<file path="src/hdl/bpa_pkg.sv">
package bpa_pkg;

	localparam int PAGE_W      = 12;
	localparam int PAGE_COUNT  = 1 << PAGE_W;
	localparam int ORDER_COUNT = 11;
	localparam int ORD_W       = 4;
	localparam int LINK_W      = PAGE_W + 1;
	localparam int MARK_W      = ORD_W + 1;

	// null link: page count itself, only the top bit set
	localparam logic [LINK_W-1:0] NIL_LINK = LINK_W'(PAGE_COUNT);

	typedef enum logic [3:0] {
		OP_NONE,
		OP_CLR,
		OP_LOAD,
		OP_WINC,
		OP_POP,
		OP_UNLINK,
		OP_SPLIT,
		OP_BUDDY,
		OP_MERGE,
		OP_SELF,
		OP_PUSH1,
		OP_PUSH2,
		OP_RESULT,
		OP_FAIL
	} op_t;

	typedef struct packed {
		op_t op;
	} cmd_t;

	typedef struct packed {
		logic clr_last;
		logic ord_ok;
		logic action;
		logic head_valid;
		logic w_top;
		logic w_gt_t;
		logic split_ok;
		logic can_merge;
		logic buddy_match;
		logic out_free;
	} stat_t;

endpackage

</file>
<file path="src/hdl/bpa_ctrl.sv">
module bpa_ctrl (
	input  logic           clk,
	input  logic           arst_n,
	input  logic           in_valid,
	output logic           in_ready,
	input  bpa_pkg::stat_t st,
	output bpa_pkg::cmd_t  cmd
);

	typedef enum logic [3:0] {
		ST_CLR, ST_IDLE, ST_DECIDE, ST_SEARCH, ST_RD, ST_UNL, ST_SPLIT,
		ST_MCHK, ST_MRD, ST_MTST, ST_PUSH1, ST_PUSH2, ST_FIN_OK, ST_FIN_FAIL
	} state_t;

	state_t state_q, state_d;

	always_comb begin
		state_d = state_q;
		cmd.op  = bpa_pkg::OP_NONE;
		unique case (state_q)
			ST_CLR: begin
				cmd.op = bpa_pkg::OP_CLR;
				if (st.clr_last) state_d = ST_IDLE;
			end
			ST_IDLE: begin
				if (in_valid) begin
					cmd.op  = bpa_pkg::OP_LOAD;
					state_d = ST_DECIDE;
				end
			end
			ST_DECIDE: begin
				if (!st.ord_ok) state_d = ST_FIN_FAIL;
				else if (st.action) state_d = ST_MCHK;
				else state_d = ST_SEARCH;
			end
			ST_SEARCH: begin
				if (st.head_valid) begin
					cmd.op  = bpa_pkg::OP_POP;
					state_d = ST_RD;
				end else if (st.w_top) begin
					state_d = ST_FIN_FAIL;
				end else begin
					cmd.op = bpa_pkg::OP_WINC;
				end
			end
			ST_RD: state_d = ST_UNL;
			ST_UNL: begin
				cmd.op  = bpa_pkg::OP_UNLINK;
				state_d = ST_SPLIT;
			end
			ST_SPLIT: begin
				if (st.w_gt_t) begin
					cmd.op = bpa_pkg::OP_SPLIT;
					if (st.split_ok) state_d = ST_PUSH1;
				end else begin
					state_d = ST_FIN_OK;
				end
			end
			ST_MCHK: begin
				if (st.can_merge) begin
					cmd.op  = bpa_pkg::OP_BUDDY;
					state_d = ST_MRD;
				end else begin
					cmd.op  = bpa_pkg::OP_SELF;
					state_d = ST_PUSH1;
				end
			end
			ST_MRD: state_d = ST_MTST;
			ST_MTST: begin
				if (st.buddy_match) begin
					cmd.op  = bpa_pkg::OP_MERGE;
					state_d = ST_MCHK;
				end else begin
					cmd.op  = bpa_pkg::OP_SELF;
					state_d = ST_PUSH1;
				end
			end
			ST_PUSH1: begin
				cmd.op  = bpa_pkg::OP_PUSH1;
				state_d = ST_PUSH2;
			end
			ST_PUSH2: begin
				cmd.op  = bpa_pkg::OP_PUSH2;
				state_d = st.action ? ST_FIN_OK : ST_SPLIT;
			end
			ST_FIN_OK: begin
				if (st.out_free) begin
					cmd.op  = bpa_pkg::OP_RESULT;
					state_d = ST_IDLE;
				end
			end
			ST_FIN_FAIL: begin
				if (st.out_free) begin
					cmd.op  = bpa_pkg::OP_FAIL;
					state_d = ST_IDLE;
				end
			end
			default: state_d = ST_IDLE;
		endcase
	end

	always_ff @(posedge clk or negedge arst_n) begin
		if (!arst_n) begin
			state_q <= ST_CLR;
		end else begin
			state_q <= state_d;
		end
	end

	assign in_ready = state_q == ST_IDLE;

	a_load: assert property (@(posedge clk) disable iff (!arst_n)
		(state_q == ST_IDLE && in_valid) |=> state_q == ST_DECIDE)
		else $error("accepted item not decoded");
	a_push: assert property (@(posedge clk) disable iff (!arst_n)
		(state_q == ST_PUSH1) |=> state_q == ST_PUSH2)
		else $error("push split");
	a_clear: assert property (@(posedge clk) disable iff (!arst_n)
		(state_q == ST_CLR && !st.clr_last) |=> state_q == ST_CLR)
		else $error("clear pass cut short");

endmodule

</file>
<file path="config.mk">
export PLATFORM = sky130hd
export DESIGN_NAME = bpa_ctrl
export DESIGN_NICKNAME = d
export VERILOG_FILES = /design/src/hdl/bpa_pkg.sv /design/src/hdl/bpa_ctrl.sv
export SDC_FILE = /design/constraint.sdc
export NUM_CORES = 1
export LEC_CHECK = 0
export BUFFER_PORTS_ARGS = -buffer_cell sky130_fd_sc_hd__buf_4
export CAP_MARGIN = 15
export CORE_MARGIN = 3
export CORE_UTILIZATION = 44
export DETAILED_ROUTE_END_ITERATION = 6
export HOLD_SLACK_MARGIN = 0.1
export PLACE_DENSITY = 0.81
export SYNTH_ARGS = -nofsm -noshare
export SYNTH_HDL_FRONTEND = slang
export SYNTH_SLANG_ARGS = --single-unit
export TNS_END_PERCENT = 20
</file>
<file path="constraint.sdc">
create_clock -name clk -period 1.7 [get_ports clk]
set_input_delay 0.34 -clock clk [delete_from_list [all_inputs] [get_ports clk]]
set_output_delay 0.34 -clock clk [all_outputs]
set_load 0.02 [all_outputs]
</file>
**Yosys cells after proc, flatten, opt, wreduce, memory -nomap -nowiden**

Index checks and enable logic that the tools add are counted.
Widths: inputs -> output; s select.

- Register bits after elaboration: 4
- Input bits: 13
- Output and inout port bits: 5
- Word-level logic and storage cells: 44

- Equality and inequality tests: 18
- Muxes and demuxes: 22
- Reductions and logical operators: 3

Operators by type and width:

| kind | count |
|---|---|
| $mux 4 | 13 |
| $pmux 4 s13 | 1 |
| $pmux 4 s11 | 1 |
| $eq 4x4->1 const B | 6 |
| $eq 4x3->1 const B | 4 |
| $mux 3 | 3 |
| $eq 4x2->1 const B | 2 |
| $mux 2 | 3 |
| $ne 3x3->1 const B | 2 |
| $reduce_and 5->1 | 1 |
| $eq 4x1->1 const B | 1 |
| $logic_not 4->1 | 1 |
| $ne 2x2->1 const B | 2 |
| $ne 2x1->1 const B | 1 |
| $reduce_or 2->1 | 1 |
| $mux 1 | 1 |

**Logic depth before layout (Yosys ltp)**

- Depth in word-level cells: 4
- Gate-level depth with buffers: 5
- Depth with buffers taken out: 4

**Worst setup path before layout**

No wires, ideal clock.

- Kind: flip-flop to output port
- Start: reg state_q[3]
- End: out cmd[1] (netlist bit)
- Data arrival time: 1.315 ns
- Required time: 1.360 ns
- Path slack: 0.045 ns
- Cell stages (with the launch flop): 5
- Path buffers: 0
- Path through: dfrtp_1 nand2b_4 or4_4 inv_1 or3_1

RTL lines:

| item | RTL line | RTL |
|---|---|---|
| start, declared | bpa_ctrl.sv:15 | `state_t state_q, state_d;` |
| start signal, assigned | bpa_ctrl.sv:106 | `state_q <= state_d;` |
| end, declared | bpa_ctrl.sv:7 | `output bpa_pkg::cmd_t cmd` |

==> summary.txt <==
Logic synthesis
  • Ranking of synthesized cells by area: dfrtp_1 (18%), o21ai_0 (6.1%), nor2b_1 (5.5%)
  • Post-synthesis adder-cell area fraction: 0
  • Average cell area after synthesis: 7.82 um^2
  • Syn_nets: 86
  • Synth Register Bits: 4
  • Largest area contributor in the netlist: dfrtp_1
  • Top-count cell post-synth: o21ai_0
  • Post-Syn Area: 571 um^2
  • Sequential area share after synthesis: 0.175
  • Top cells by count, synth: o21ai_0 (7), nand2_1 (6), nor2b_1 (5)
  • Unique masters post-synth: 37
  • Yosys warnings: 0
  • Async SR Flop Fraction: 1.00
  • Yosys top cell area share: 0.175
  • Post-Synth Simple-Gate Area: 0.292
  • Largest family of logic cells by synthesized area: compound AO/OA/AOI/OAI gates
  • Mux cell area share after synthesis: 0.0899
  • Post-synth EDFFs: 0
  • Compound-Gate Fraction of Synth Area: 0.366
  • Ys flop type: dfrtp_1
  • Xor and xnor area share after synthesis: 0
  • Post-Synthesis Cells: 73

Hold path
  • Min-delay worst type: input port to async pin

Placement
  • Detail Placement HPWL: 1390 um
  • PortBufs: 17
  • Dpl cells: 110
  • Placed Area: 773 um^2
  • Routability cong.: 0.872
  • Setup WS pre-CTS: 0.0258 ns

Critical path
  • Crit start category: register
  • Worst Setup Path Type: register to output pin
  • Worst R2R Path Depth: 5
  • Worst Setup SP: state_q[3]$_DFFE_PN0P_
  • Crit. End Element: output pin
  • R2R Setup Slk: -0.07 ns
  • Max FO, Critical Path: 4
  • R2R Path Start: state_q[3]$_DFFE_PN0P_
  • CP arrival: 1.57 ns
  • RR Endpoint: state_q[0]$_DFFE_PN0P_
  • Worst EP required: 1.36 ns

Run status
  • Failing checks: setup timing
  • Status: finished with violations

Detailed routing
  • Drt total wl: 2020 um
  • Detail Route Antenna Nets: 0
  • WL/cell: 16.4 um
  • Pre-antenna DRT Iters: 4
  • Vias post-DR: 739
  • Drt drc: 0
  • Via density: 6.01
  • DRT iter0 DRCs: 64

Clock network
  • Clk buf depth: 2
  • Clk sinks: 4
  • Clock root buffer: clkbuf_4
  • Reg clk slew, reported paths: 0.05 ns
  • TritonCTS clock tree: yes
  • Clock latency on the worst-skew pair: 0.24 ns
  • H-tree levels: 1
  • CTS Buf Count: 3

Cells and area
  • Final std cells w/o fill: 123
  • Sequential cell area: 103 um^2
  • Biggest regs: state_q x4
  • Max reg flops: 4
  • Filler cell count: 87
  • Area of the multi-input gates: 439 um^2
  • Antenna diodes: 0
  • Layout cells sized above 1: 0.486
  • Largest reg by FF count: state_q
  • Design Area, Final: 915 um^2
  • Nets: 124
  • Area Growth Syn to Fin: 60.3%

Timing
  • Endpoints failing hold: 0
  • Worst-Margin Slew: 0.361 ns
  • RSZ-0062 raised after global routing: yes
  • Crit path time final: 1.91 ns
  • Final setup TNS: -0.814 ns
  • Worst slew margin: 0.759
  • Setup slack after layout: -0.213 ns
  • F_max: 523 MHz
  • Fin crit share: 1.13
  • Setup violators final: 8
  • Clock Skew: 0.0110 ns
  • Slew Viols, Final: 0

Global routing
  • Vias in the first global route: 648
  • Largest net degree at the start of global routing: 17
  • Initial antenna violation count: 0
  • Global route total overflow: 0
  • Tot GR Track Use: 0.212
  • First-pass GRT wire length: 2940 um

Pwr
  • Power Density: 1900 mW/mm^2
  • Worst vdd ir: 1.31 mV
  • Tot Pwr: 1740 uW
  • Leak Pwr: 0.000432 uW

Floorplanning
  • Core region area: 0.00116 mm^2
  • Die Y-Extent: 42.0 um
  • Die ar.: 0.00176 mm^2
  • Io pins: 18
  • Die width: 42.0 um
  • Initial core utilization: 0.494
  • FP Rows: 12

Job
  • Max Cap Viol: 0
[kinds of logic after synthesis]
logic type      after synthesis
buf+inv                      10
flops                         4
compound gates               27
simple gates                 28
mux                           4
[repair_timing]
action,4_1_cts,5_1_grt
hold buffers,1,0
endpoints found under the setup margin,5,8
gates resized for setup,4,9
buffers inserted,2,7
pin swaps,2,1
hold endpoints to repair,4,0
[placed cells by master (no fill, tap or decap), types with 3 or more instances in the layout]
cell / synthesis / routed
inv_1: 4 / 3
a21oi_1: 3 / 3
buf_6: 0 / 5
o21ai_0: 7 / 7
nand2b_1: 4 / 4
nor2_1: 3 / 3
nor2b_1: 5 / 5
nand2_1: 6 / 5
clkbuf_4: 0 / 3
buf_4: 1 / 31
[critical path, cell delays in order (launching register included)]
cell and delay [ns]:
dfrtp_1 0.40, nand2b_4 0.16, or4_4 0.51, inv_2 0.07, or3_4 0.11, buf_6 0.10
[final cells by class]
cell class | count | area share
timing repair buffer | 38 | 0.343
clock buffer | 3 | 0.0246
tap | 14 | 0.0192
sequential | 4 | 0.112
inverter | 5 | 0.0205
multi-input combinational | 59 | 0.480
[power by group]
| group | switching (uW) | internal (uW) | total, uW |
|---|---|---|---|
| registers | 63.9 | 146 | 210 |
| logic | 668 | 739 | 1410 |
| clock network | 43.1 | 79.3 | 122 |
| total | 775 | 964 | 1740 |
[per-stage QoR]
step           hold slack [ns]   util
6_report                 0.441  0.791
3_3_place_gp             0.136  0.669
3_5_place_dp             0.136  0.669
5_1_grt                  0.460  0.791
4_1_cts                  0.437  0.718
2_1_floorplan           0.0444      -
[worst max-delay path by stage]
stage,to
after floorplan,cmd[1]
after global placement,cmd[1]
after CTS,cmd[1]
after global routing,cmd[1]
after detailed placement,cmd[1]
final,cmd[1]
[routing by layer]
metal | wire length [um] | track usage | vias up
met5 | 0 | 0 | -
met4 | 23 | 0.0745 | 0
met3 | 195 | 0.0215 | 4
met2 | 986 | 0.327 | 53
met1 | 814 | 0.303 | 334
li1 | - | - | 348
(Power assumes the default switching activity.)
